==> config.mk <==
export PLATFORM = sky130hd
export DESIGN_NAME = infix_to_postfix_converter
export DESIGN_NICKNAME = d
export VERILOG_FILES = /design/src/i2p_pkg.sv /design/src/i2p_ram.sv /design/src/infix_to_postfix_converter.sv
export VERILOG_INCLUDE_DIRS = /design/src /design/src/src
export SDC_FILE = /design/constraint.sdc
export NUM_CORES = 1
export LEC_CHECK = 0
export BUFFER_PORTS_ARGS = -buffer_cell sky130_fd_sc_hd__buf_2
export CORE_ASPECT_RATIO = 0.75
export CORE_MARGIN = 10
export CORE_UTILIZATION = 30
export CTS_CLUSTER_DIAMETER = 150
export DETAILED_ROUTE_END_ITERATION = 8
export HOLD_SLACK_MARGIN = 0.08
export PLACE_DENSITY = 0.54
export SYNTH_ARGS = -nofsm -noshare
export SYNTH_HDL_FRONTEND = slang
export SYNTH_SLANG_ARGS = --single-unit
export TNS_END_PERCENT = 5
==> constraint.sdc <==
create_clock -name clock -period 4.1 [get_ports clock]
set_clock_uncertainty 0.05 [all_clocks]
set_input_delay 0.205 -clock clock [delete_from_list [all_inputs] [get_ports clock]]
set_output_delay 0.205 -clock clock [all_outputs]
set_load 0.005 [all_outputs]
==> src/assert_macros.svh <==
// Assertion macros included by the converter top level.
`ifndef ASSERT_MACROS_SVH
`define ASSERT_MACROS_SVH

// Condition must hold at every clock edge outside reset.
`define ASSERT_HOLDS(lbl, clk, rst, expr, msg) \
   lbl: assert property (@(posedge clk) disable iff (rst) (expr)) \
      else $error(msg);

// Consequent must hold in the cycle after the antecedent.
`define ASSERT_NEXT(lbl, clk, rst, ante, cons, msg) \
   lbl: assert property (@(posedge clk) disable iff (rst) (ante) |=> (cons)) \
      else $error(msg);

`endif

==> src/i2p_pkg.sv <==
// Constants, types and microcode table of the infix to postfix converter.
package i2p_pkg;

   localparam int STACK_DEPTH = 32;
   localparam int CNT_W       = $clog2(STACK_DEPTH + 1);
   localparam int ADDR_W      = $clog2(STACK_DEPTH);
   localparam int CHAR_W      = 8;
   localparam int ERR_W       = 3;
   localparam int CODE_W      = 3;
   localparam int STEP_W      = 5;

   // stacked operator codes
   localparam logic [CODE_W-1:0] OP_PAREN = 3'd0;
   localparam logic [CODE_W-1:0] OP_POW   = 3'd1;
   localparam logic [CODE_W-1:0] OP_MUL   = 3'd2;
   localparam logic [CODE_W-1:0] OP_DIV   = 3'd3;
   localparam logic [CODE_W-1:0] OP_ADD   = 3'd4;
   localparam logic [CODE_W-1:0] OP_SUB   = 3'd5;

   localparam logic [CHAR_W-1:0] CH_LPAREN = 8'h28;
   localparam logic [CHAR_W-1:0] CH_RPAREN = 8'h29;
   localparam logic [CHAR_W-1:0] CH_POW    = 8'h5E;
   localparam logic [CHAR_W-1:0] CH_MUL    = 8'h2A;
   localparam logic [CHAR_W-1:0] CH_DIV    = 8'h2F;
   localparam logic [CHAR_W-1:0] CH_ADD    = 8'h2B;
   localparam logic [CHAR_W-1:0] CH_SUB    = 8'h2D;
   localparam logic [CHAR_W-1:0] CH_UPPER_A = 8'd65;
   localparam logic [CHAR_W-1:0] CH_UPPER_Z = 8'd90;
   localparam logic [CHAR_W-1:0] CH_LOWER_A = 8'd97;
   localparam logic [CHAR_W-1:0] CH_LOWER_Z = 8'd122;

   localparam logic [ERR_W-1:0] ERR_NONE     = 3'd0;
   localparam logic [ERR_W-1:0] ERR_CLOSE    = 3'd1;
   localparam logic [ERR_W-1:0] ERR_OPEN     = 3'd2;
   localparam logic [ERR_W-1:0] ERR_OVERFLOW = 3'd3;
   localparam logic [ERR_W-1:0] ERR_BAD_CHAR = 3'd4;

   // microcode step addresses
   localparam logic [STEP_W-1:0] STEP_IDLE = 5'd0;
   localparam logic [STEP_W-1:0] STEP_DISP = 5'd1;
   localparam logic [STEP_W-1:0] STEP_LET  = 5'd2;
   localparam logic [STEP_W-1:0] STEP_BAD  = 5'd3;
   localparam logic [STEP_W-1:0] STEP_CLS  = 5'd4;
   localparam logic [STEP_W-1:0] STEP_CLS2 = 5'd5;
   localparam logic [STEP_W-1:0] STEP_CLS3 = 5'd6;
   localparam logic [STEP_W-1:0] STEP_CLSP = 5'd7;
   localparam logic [STEP_W-1:0] STEP_CLSE = 5'd8;
   localparam logic [STEP_W-1:0] STEP_OPC  = 5'd9;
   localparam logic [STEP_W-1:0] STEP_OPC2 = 5'd10;
   localparam logic [STEP_W-1:0] STEP_OPC3 = 5'd11;
   localparam logic [STEP_W-1:0] STEP_PUSH = 5'd12;
   localparam logic [STEP_W-1:0] STEP_END  = 5'd13;
   localparam logic [STEP_W-1:0] STEP_FL   = 5'd14;
   localparam logic [STEP_W-1:0] STEP_FL2  = 5'd15;
   localparam logic [STEP_W-1:0] STEP_TAIL = 5'd16;
   localparam logic [STEP_W-1:0] STEP_DONE = 5'd17;

   typedef enum logic [3:0] {
      A_NONE,
      A_LATCH,
      A_LETTER,
      A_BAD,
      A_EMIT_TOP,
      A_POP,
      A_ERR_CLOSE,
      A_PUSH,
      A_POP_FLUSH,
      A_TAIL,
      A_RELEASE
   } act_type;

   typedef enum logic [2:0] {
      J_NEXT,
      J_GOTO,
      J_IF_NOT_FIRE,
      J_DISPATCH,
      J_IF_CNT0,
      J_IF_PAREN,
      J_IF_STOP,
      J_IF_NOT_END
   } jump_type;

   typedef struct packed {
      act_type           act;
      jump_type          jmp;
      logic [STEP_W-1:0] target;
      logic              out_use;
   } cword_type;

   function automatic cword_type cw(input act_type a, input jump_type j,
                                    input logic [STEP_W-1:0] t, input logic o);
      cword_type w;
      w.act     = a;
      w.jmp     = j;
      w.target  = t;
      w.out_use = o;
      return w;
   endfunction

   function automatic cword_type ucode_rom(input logic [STEP_W-1:0] step);
      cword_type w;
      case (step)
         STEP_IDLE: w = cw(A_LATCH,     J_IF_NOT_FIRE, STEP_IDLE, 1'b0);
         STEP_DISP: w = cw(A_NONE,      J_DISPATCH,    STEP_IDLE, 1'b0);
         STEP_LET:  w = cw(A_LETTER,    J_GOTO,        STEP_END,  1'b1);
         STEP_BAD:  w = cw(A_BAD,       J_GOTO,        STEP_END,  1'b1);
         STEP_CLS:  w = cw(A_NONE,      J_IF_CNT0,     STEP_CLSE, 1'b0);
         STEP_CLS2: w = cw(A_NONE,      J_IF_PAREN,    STEP_CLSP, 1'b0);
         STEP_CLS3: w = cw(A_EMIT_TOP,  J_GOTO,        STEP_CLS,  1'b1);
         STEP_CLSP: w = cw(A_POP,       J_GOTO,        STEP_END,  1'b0);
         STEP_CLSE: w = cw(A_ERR_CLOSE, J_GOTO,        STEP_END,  1'b1);
         STEP_OPC:  w = cw(A_NONE,      J_IF_CNT0,     STEP_PUSH, 1'b0);
         STEP_OPC2: w = cw(A_NONE,      J_IF_STOP,     STEP_PUSH, 1'b0);
         STEP_OPC3: w = cw(A_EMIT_TOP,  J_GOTO,        STEP_OPC,  1'b1);
         STEP_PUSH: w = cw(A_PUSH,      J_NEXT,        STEP_IDLE, 1'b1);
         STEP_END:  w = cw(A_NONE,      J_IF_NOT_END,  STEP_DONE, 1'b0);
         STEP_FL:   w = cw(A_NONE,      J_IF_CNT0,     STEP_TAIL, 1'b0);
         STEP_FL2:  w = cw(A_POP_FLUSH, J_GOTO,        STEP_FL,   1'b1);
         STEP_TAIL: w = cw(A_TAIL,      J_NEXT,        STEP_IDLE, 1'b1);
         STEP_DONE: w = cw(A_RELEASE,   J_GOTO,        STEP_IDLE, 1'b1);
         default:   w = cw(A_NONE,      J_GOTO,        STEP_IDLE, 1'b0);
      endcase
      return w;
   endfunction

   // {is_operator_or_open, code}
   function automatic logic [CODE_W:0] op_lookup(input logic [CHAR_W-1:0] c);
      logic [CODE_W:0] r;
      case (c)
         CH_LPAREN: r = {1'b1, OP_PAREN};
         CH_POW:    r = {1'b1, OP_POW};
         CH_MUL:    r = {1'b1, OP_MUL};
         CH_DIV:    r = {1'b1, OP_DIV};
         CH_ADD:    r = {1'b1, OP_ADD};
         CH_SUB:    r = {1'b1, OP_SUB};
         default:   r = {1'b0, OP_PAREN};
      endcase
      return r;
   endfunction

   // codes above the last operator fold back (mod 6)
   function automatic logic [CODE_W-1:0] norm_code(input logic [CODE_W-1:0] c);
      logic [CODE_W-1:0] r;
      case (c)
         3'd6:    r = OP_PAREN;
         3'd7:    r = OP_POW;
         default: r = c;
      endcase
      return r;
   endfunction

   function automatic logic [CHAR_W-1:0] char_of_code(input logic [CODE_W-1:0] c);
      logic [CHAR_W-1:0] r;
      case (c)
         OP_POW:  r = CH_POW;
         OP_MUL:  r = CH_MUL;
         OP_DIV:  r = CH_DIV;
         OP_ADD:  r = CH_ADD;
         OP_SUB:  r = CH_SUB;
         default: r = CH_LPAREN;
      endcase
      return r;
   endfunction

   function automatic logic [1:0] rank_of(input logic [CODE_W-1:0] c);
      logic [1:0] r;
      case (c)
         OP_POW:         r = 2'd3;
         OP_MUL, OP_DIV: r = 2'd2;
         OP_ADD, OP_SUB: r = 2'd1;
         default:        r = 2'd0;
      endcase
      return r;
   endfunction

endpackage

==> src/i2p_ram.sv <==
// Generic single-write, single-read RAM with registered read data.
module i2p_ram #(
   parameter int WIDTH = 3,
   parameter int DEPTH = 32,
   localparam int ADDR_W = (DEPTH > 1) ? $clog2(DEPTH) : 1
) (
   input  logic              clock,
   input  logic              we,
   input  logic [ADDR_W-1:0] waddr,
   input  logic [WIDTH-1:0]  wdata,
   input  logic [ADDR_W-1:0] raddr,
   output logic [WIDTH-1:0]  rdata
);

   logic [WIDTH-1:0] mem_ff [DEPTH];
   logic [WIDTH-1:0] rdata_ff;

   always_ff @(posedge clock) begin
      if (we) begin
         mem_ff[waddr] <= wdata;
      end
      rdata_ff <= mem_ff[raddr];
   end

   assign rdata = rdata_ff;

endmodule

==> src/infix_to_postfix_converter.sv <==
// Top level: microcoded shunting-yard infix to postfix converter.
//
//   channel | direction | handshake            | payload
//   req     | in        | req_valid/req_stall  | req_char_in, req_expr_end
//   rsp     | out       | rsp_valid/rsp_stall  | rsp_char_out, rsp_symbol_valid,
//           |           |                      | rsp_error_code, rsp_last_of_expr
//
// One microcode step per cycle unless frozen by rsp_stall; one request at a time. A
// letter or bad character is emitted, '(' is pushed, an operator emits stacked
// entries until a stop and is then pushed, ')' emits down to its '(', and expr_end
// flushes the stack. A pop costs a step for the stack RAM's registered read. Results
// pass through a one-deep hold register (so the final one can be flagged) and the rsp
// output register. reset is synchronous and empties the stack; rsp_stall freezes the
// sequencer at any result-producing step while both result registers are full.
`include "assert_macros.svh"

module infix_to_postfix_converter (
   input  logic                        clock,
   input  logic                        reset,
   input  logic                        req_valid,
   output logic                        req_stall,
   input  logic [i2p_pkg::CHAR_W-1:0]  req_char_in,
   input  logic                        req_expr_end,
   output logic                        rsp_valid,
   input  logic                        rsp_stall,
   output logic [i2p_pkg::CHAR_W-1:0]  rsp_char_out,
   output logic                        rsp_symbol_valid,
   output logic [i2p_pkg::ERR_W-1:0]   rsp_error_code,
   output logic                        rsp_last_of_expr
);

   localparam int CNT_W  = i2p_pkg::CNT_W;
   localparam int ADDR_W = i2p_pkg::ADDR_W;
   localparam int CHAR_W = i2p_pkg::CHAR_W;
   localparam int ERR_W  = i2p_pkg::ERR_W;
   localparam int CODE_W = i2p_pkg::CODE_W;
   localparam int STEP_W = i2p_pkg::STEP_W;

   logic [STEP_W-1:0] pc_ff, pc_in;
   i2p_pkg::cword_type cword;

   logic [CHAR_W-1:0] char_ff, char_in;
   logic              end_ff, end_in;
   logic              open_ff, open_in;
   logic [CNT_W-1:0]  cnt_ff, cnt_in;

   logic              pend_valid_ff, pend_valid_in;
   logic [CHAR_W-1:0] pend_char_ff, pend_char_in;
   logic              pend_sym_ff, pend_sym_in;
   logic [ERR_W-1:0]  pend_err_ff, pend_err_in;

   logic              rsp_valid_ff, rsp_valid_in;
   logic [CHAR_W-1:0] rsp_char_ff, rsp_char_in;
   logic              rsp_sym_ff, rsp_sym_in;
   logic [ERR_W-1:0]  rsp_err_ff, rsp_err_in;
   logic              rsp_last_ff, rsp_last_in;

   logic              ram_we;
   logic [CODE_W-1:0] ram_rdata;
   logic [CNT_W-1:0]  cnt_m1;

   logic              req_fire, out_free, go;
   logic [CODE_W:0]   cur_lookup;
   logic              cur_is_op, cur_letter, cur_close, cnt_zero, full, stop, take;
   logic [CODE_W-1:0] cur_code, top_code;
   logic [1:0]        cur_rank, top_rank;
   logic [STEP_W-1:0] disp_target;

   logic              new_emit, release_pend, load_out;
   logic [CHAR_W-1:0] new_char;
   logic              new_sym;
   logic [ERR_W-1:0]  new_err;

   assign cword     = i2p_pkg::ucode_rom(pc_ff);
   assign req_stall = (pc_ff != i2p_pkg::STEP_IDLE);
   assign req_fire  = req_valid && !req_stall;
   assign out_free  = !rsp_valid_ff || !rsp_stall;
   // a step that may produce a result waits until the hold register can drain
   assign go        = !(cword.out_use && pend_valid_ff && !out_free);

   assign cnt_m1   = cnt_ff - CNT_W'(1);
   assign cnt_zero = (cnt_ff == '0);
   assign full     = (cnt_ff >= CNT_W'(i2p_pkg::STACK_DEPTH));

   i2p_ram #(.WIDTH(CODE_W), .DEPTH(i2p_pkg::STACK_DEPTH)) u_stack (
      .clock (clock),
      .we    (ram_we),
      .waddr (cnt_ff[ADDR_W-1:0]),
      .wdata (cur_code),
      .raddr (cnt_m1[ADDR_W-1:0]),
      .rdata (ram_rdata)
   );

   always_comb begin
      cur_lookup = i2p_pkg::op_lookup(char_ff);
      cur_is_op  = cur_lookup[CODE_W];
      cur_code   = cur_lookup[CODE_W-1:0];
      cur_rank   = i2p_pkg::rank_of(cur_code);
      cur_close  = (char_ff == i2p_pkg::CH_RPAREN);
      cur_letter = char_ff inside {[i2p_pkg::CH_UPPER_A:i2p_pkg::CH_UPPER_Z],
                                   [i2p_pkg::CH_LOWER_A:i2p_pkg::CH_LOWER_Z]};
      top_code   = i2p_pkg::norm_code(ram_rdata);
      top_rank   = i2p_pkg::rank_of(top_code);
      // stop popping at '(' or at a lower rank; ^ stops at its own rank too
      stop = (top_code == i2p_pkg::OP_PAREN) || (top_rank < cur_rank) ||
             ((top_rank == cur_rank) && (cur_code == i2p_pkg::OP_POW));

      if (cur_letter) begin
         disp_target = i2p_pkg::STEP_LET;
      end else if (cur_close) begin
         disp_target = i2p_pkg::STEP_CLS;
      end else if (cur_is_op && (cur_code == i2p_pkg::OP_PAREN)) begin
         disp_target = i2p_pkg::STEP_PUSH;
      end else if (cur_is_op) begin
         disp_target = i2p_pkg::STEP_OPC;
      end else begin
         disp_target = i2p_pkg::STEP_BAD;
      end
   end

   // sequencer
   always_comb begin
      take = 1'b0;
      case (cword.jmp)
         i2p_pkg::J_NEXT:        take = 1'b0;
         i2p_pkg::J_GOTO:        take = 1'b1;
         i2p_pkg::J_IF_NOT_FIRE: take = !req_fire;
         i2p_pkg::J_DISPATCH:    take = 1'b1;
         i2p_pkg::J_IF_CNT0:     take = cnt_zero;
         i2p_pkg::J_IF_PAREN:    take = (top_code == i2p_pkg::OP_PAREN);
         i2p_pkg::J_IF_STOP:     take = stop;
         i2p_pkg::J_IF_NOT_END:  take = !end_ff;
         default:                take = 1'b1;
      endcase

      if (!go) begin
         pc_in = pc_ff;
      end else if (cword.jmp == i2p_pkg::J_DISPATCH) begin
         pc_in = disp_target;
      end else if (take) begin
         pc_in = cword.target;
      end else begin
         pc_in = pc_ff + STEP_W'(1);
      end
   end

   // datapath actions
   always_comb begin
      char_in      = char_ff;
      end_in       = end_ff;
      open_in      = open_ff;
      cnt_in       = cnt_ff;
      ram_we       = 1'b0;
      new_emit     = 1'b0;
      new_char     = '0;
      new_sym      = 1'b0;
      new_err      = i2p_pkg::ERR_NONE;
      release_pend = 1'b0;

      if (go) begin
         case (cword.act)
            i2p_pkg::A_LATCH: begin
               if (req_fire) begin
                  char_in = req_char_in;
                  end_in  = req_expr_end;
                  open_in = 1'b0;
               end
            end
            i2p_pkg::A_LETTER: begin
               new_emit = 1'b1;
               new_char = char_ff;
               new_sym  = 1'b1;
            end
            i2p_pkg::A_BAD: begin
               new_emit = 1'b1;
               new_err  = i2p_pkg::ERR_BAD_CHAR;
               cnt_in   = '0;
            end
            i2p_pkg::A_EMIT_TOP: begin
               new_emit = 1'b1;
               new_char = i2p_pkg::char_of_code(top_code);
               new_sym  = 1'b1;
               cnt_in   = cnt_m1;
            end
            i2p_pkg::A_POP: begin
               cnt_in = cnt_m1;
            end
            i2p_pkg::A_ERR_CLOSE: begin
               new_emit = 1'b1;
               new_err  = i2p_pkg::ERR_CLOSE;
            end
            i2p_pkg::A_PUSH: begin
               if (full) begin
                  new_emit = 1'b1;
                  new_err  = i2p_pkg::ERR_OVERFLOW;
                  cnt_in   = '0;
               end else begin
                  ram_we = 1'b1;
                  cnt_in = cnt_ff + CNT_W'(1);
               end
            end
            i2p_pkg::A_POP_FLUSH: begin
               cnt_in = cnt_m1;
               if (top_code == i2p_pkg::OP_PAREN) begin
                  open_in = 1'b1;
               end else begin
                  new_emit = 1'b1;
                  new_char = i2p_pkg::char_of_code(top_code);
                  new_sym  = 1'b1;
               end
            end
            i2p_pkg::A_TAIL: begin
               // unmatched '(' marker, or a bare end marker if nothing came out
               if (open_ff) begin
                  new_emit = 1'b1;
                  new_err  = i2p_pkg::ERR_OPEN;
               end else if (!pend_valid_ff) begin
                  new_emit = 1'b1;
               end
            end
            i2p_pkg::A_RELEASE: begin
               release_pend = 1'b1;
            end
            default: begin
            end
         endcase
      end
   end

   // hold register and output register
   always_comb begin
      pend_valid_in = pend_valid_ff;
      pend_char_in  = pend_char_ff;
      pend_sym_in   = pend_sym_ff;
      pend_err_in   = pend_err_ff;
      load_out      = 1'b0;
      rsp_last_in   = rsp_last_ff;

      if (new_emit) begin
         load_out      = pend_valid_ff;
         rsp_last_in   = pend_valid_ff ? 1'b0 : rsp_last_ff;
         pend_valid_in = 1'b1;
         pend_char_in  = new_char;
         pend_sym_in   = new_sym;
         pend_err_in   = new_err;
      end else if (release_pend && pend_valid_ff) begin
         load_out      = 1'b1;
         rsp_last_in   = end_ff;
         pend_valid_in = 1'b0;
      end

      rsp_valid_in = load_out || (rsp_valid_ff && rsp_stall);
      rsp_char_in  = load_out ? pend_char_ff : rsp_char_ff;
      rsp_sym_in   = load_out ? pend_sym_ff : rsp_sym_ff;
      rsp_err_in   = load_out ? pend_err_ff : rsp_err_ff;
   end

   always_ff @(posedge clock) begin
      if (reset) begin
         pc_ff         <= i2p_pkg::STEP_IDLE;
         cnt_ff        <= '0;
         open_ff       <= 1'b0;
         end_ff        <= 1'b0;
         pend_valid_ff <= 1'b0;
         rsp_valid_ff  <= 1'b0;
      end else begin
         pc_ff         <= pc_in;
         cnt_ff        <= cnt_in;
         open_ff       <= open_in;
         end_ff        <= end_in;
         pend_valid_ff <= pend_valid_in;
         rsp_valid_ff  <= rsp_valid_in;
      end
   end

   always_ff @(posedge clock) begin
      char_ff      <= char_in;
      pend_char_ff <= pend_char_in;
      pend_sym_ff  <= pend_sym_in;
      pend_err_ff  <= pend_err_in;
      rsp_char_ff  <= rsp_char_in;
      rsp_sym_ff   <= rsp_sym_in;
      rsp_err_ff   <= rsp_err_in;
      rsp_last_ff  <= rsp_last_in;
   end

   assign rsp_valid        = rsp_valid_ff;
   assign rsp_char_out     = rsp_char_ff;
   assign rsp_symbol_valid = rsp_sym_ff;
   assign rsp_error_code   = rsp_err_ff;
   assign rsp_last_of_expr = rsp_last_ff;

   `ASSERT_HOLDS(a_cnt_bound, clock, reset, cnt_ff <= CNT_W'(i2p_pkg::STACK_DEPTH), "stack count beyond depth")
   `ASSERT_HOLDS(a_idle_drained, clock, reset, (pc_ff != i2p_pkg::STEP_IDLE) || !pend_valid_ff, "result held while idle")
   `ASSERT_NEXT(a_accept_dispatch, clock, reset, req_valid && !req_stall, pc_ff == i2p_pkg::STEP_DISP, "request not dispatched")

endmodule
==> out/metrics.cfg <==
[placement]
post-place-ws_ns = 0.00549
placedCellCount = 899
numPortBuffers = 27
hpwl_um = 11300
gp_congestion = 0.869
placed_area_mm2 = 0.00794

[power_and_ir_drop]
p_per_area_mw_per_mm2 = 594
power_leakage_nw = 3.18
peakVddDrop_mv = 0.307

[synthesis]
ys.flop_type = edfxtp_1
yosys_warnings = 0
synth_edf_count = 129
synth_area_leaders = edfxtp_1, mux4_2, dfxtp_1
synth.net_count = 574
syn_area_per_cell_um2 = 13.5
yosysUniqueCellTypes = 63
ys_seq_elements = 160
yosysSeqAreaShare_pct = 61.3
synthArstFlopShare_pct = 0
synth_area_mm2 = 0.00733
postSynthCellCount = 545
synth.largest_area_cell = edfxtp_1
synth_top_area_share_pct = 52.8

[cells_and_area]
fin_nets = 632
antennaDiodeCount = 0
area_growth_pct = 19.9
nFillCells = 2319
finalInstanceArea_mm2 = 0.00879
drive_gt1_share_pct = 25.3
stdcell_count = 947

[drt]
wl_per_cell_um = 17.2
vias_per_cell = 4.91
vias = 4650
drt_pre_antenna_iters = 5
drt-initial-drc-count = 408
routed_wl_um = 16300
drcViolationCount = 0
drtAntennaViolNets = 0

[worst_setup_path]
critPathRequiredTime_ns = 4.34
worstPathArrival_ns = 4.26
path_class = reg -> reg
path_max_fanout = 6
worstSetupEndpointType = register
worstSetupStartpointType = register

[global_routing]
grt_max_degree = 33
grt_overflow_total = 0
antenna_found_initial = 0
grt_usage_pct = 10.5
grt_pass1_vias = 4556
grt_pass1_wl_um = 25900

[sta]
period_share_pct = 97.9
drv_slew = 0
setup_viol = 0
tightest_slew_ns = 1.18
whs_ns = 0.195
relSlewSlack_pct = 21.2
setup_ws_ns = 0.0850
finalHoldViolations = 0
fin_crit_ns = 4.01
max_freq_mhz = 249
rsz0062_at_grt = yes

[clocking]
clock_sinks = 160
insertion_delay_ns = 0.43
cts_made_buffers = 17
path_clk_slew_ns = 0.07
clockRootBuffer = clkbuf_16
htreeDepth = 4
clock_path_buffers = 2
cts_tree = built

[floorplan]
start_util_pct = 30.5
die_h_um = 155
coreArea_mm2 = 0.0240
dieArea_mm2 = 0.0312
fp.dieW_um = 201
rows = 49
num_io_pins = 28

[outcome]
status = complete, no violations

[worst_hold_path]
hold_path.class = in -> reg

[flow_run]
max_cap_violations = 0

## sequential cells by signal, indices dropped and copies added, names as in the netlist, 3 cells and up
register / count
char_ff: 8
cnt_ff: 6
cword: 13
pc_ff: 5
pend_char_ff: 8
pend_err_ff: 3
rsp_char_out: 8
rsp_error_code: 3
u_stack.mem_ff: 96
u_stack.rdata: 3
## cell families after synthesis
group,count (synthesis),synth area share (%)
and+or+nand+nor,181,12.6
DFF,160,61.3
AOI/OAI and AO/OA,90,8.91
buffers and inverters,49,2.70
muxes,41,10.8
adders and majority gates,16,2.73
xor gates and xnor gates,8,0.956
## repair_timing
item,in CTS,in global routing
pin swaps,1,15
hold endpoints to repair,10,0
buffers inserted,2,4
gates resized for setup,1,28
hold buffers,10,0
endpoints found under the setup margin,1,13
## worst max-delay path: stages, from the launching register on
cell	delay, ns
edfxtp_1	0.44
buf_4	0.16
buf_4	0.13
nand2b_1	0.19
or3_4	0.44
nor2b_2	0.16
ha_1	0.32
nand2_2	0.08
nor4_4	0.32
o311ai_4	0.16
a31o_2	0.27
o221a_2	0.23
nor2b_1	0.14
buf_4	0.18
ha_2	0.19
mux2_2	0.26
nand3_1	0.08
a31oi_1	0.09
## routing by layer
metal  wire length, um  vias up  part of all wire, %  GRT usage [%]
met5                 0        -                    0              0
li1                  -     2192                    -              -
met4               193        0                  1.2           3.56
met3               947       15                  5.8           2.55
met2              6870      140                   42           14.7
met1              8250     2303                   51           15.3
## final cells by class
cell class	instances	area [um^2]	area share [%]
Tap cell	331	414	4.71
Sequential cell	160	4500	51.2
Inverter	23	88.8	1.01
Clock buffer	17	425	4.84
Multi-Input combinational cell	336	2760	31.4
Timing Repair Buffer	65	445	5.07
Clock inverter	15	160	1.82
## placed cells by master, fill, tap and decap left out, drive strengths merged, types with 4 or more instances in the layout
cell type	n
a211oi	6
a21o	4
a21oi	25
a22oi	7
a31oi	4
and2	4
and3	4
buf	55
clkbuf	17
clkinv	6
dfxtp	31
dlygate4sd3	10
edfxtp	129
ha	16
inv	28
mux2	5
mux2i	6
mux4	30
nand2	31
nand2b	10
nand3	18
nand3b	6
nand4	4
nor2	62
nor2b	12
nor3	10
nor3b	5
o21ai	11
o32ai	4
xnor2	6
## report_power, final
part	internal (mW)	switching (mW)	total [mW]	leakage (nW)
registers	1.92	0.137	2.06	1.67
logic	0.722	0.876	1.60	1.23
clock network	0.904	0.656	1.56	0.282
## path summary, 6_finish.rpt
check | slack [ns] | from | depth (start not counted) | endpoint
hold reg to reg | 0.37 | pend_char_ff[6]$_SDFFCE_PP0P_ | 0 | rsp_char_out[6]$_DFFE_PP_
setup reg to reg | 0.09 | char_ff[7]$_DFFE_PP_ | 17 | cword[0]$_DFF_P_
hold / removal | 0.19 | reset | 2 | end_ff$_SDFFE_PP0P_
setup / recovery | 0.09 | char_ff[7]$_DFFE_PP_ | 17 | cword[0]$_DFF_P_
## synthesized netlist by cell type (all sizes together) (3+ instances only)
cell,instances
o21bai,3
nand2b,10
clkbuf,18
nand4,4
or3,3
a21o,4
edfxtp,129
xnor2,6
a31oi,4
nor2b,12
and2,4
nor3b,5
dfxtp,31
nand2,31
ha,16
o21ai,11
and3,4
a21boi,3
a31o,3
o311a,3
inv,23
buf,8
mux4,30
a211oi,6
nor3,10
a21oi,25
mux2i,6
o32ai,4
nor2,62
nand3b,6
a22oi,7
mux2,5
nand3,18
## per-stage QoR
| step | setup TNS, ns | total power [mW] | utilization [%] |
|---|---|---|---|
| 4_1_cts | 0 | 5.09 | 36.0 |
| 3_3_place_gp | 0 | 3.50 | 33.0 |
| 2_1_floorplan | 0 | 3.14 | - |
| 5_1_grt | -0.457 | 5.48 | 36.6 |
| 6_report | 0 | 5.22 | 36.6 |
| 3_5_place_dp | 0 | 3.52 | 33.0 |
No activity file was read; power rests on OpenSTA's default activity.
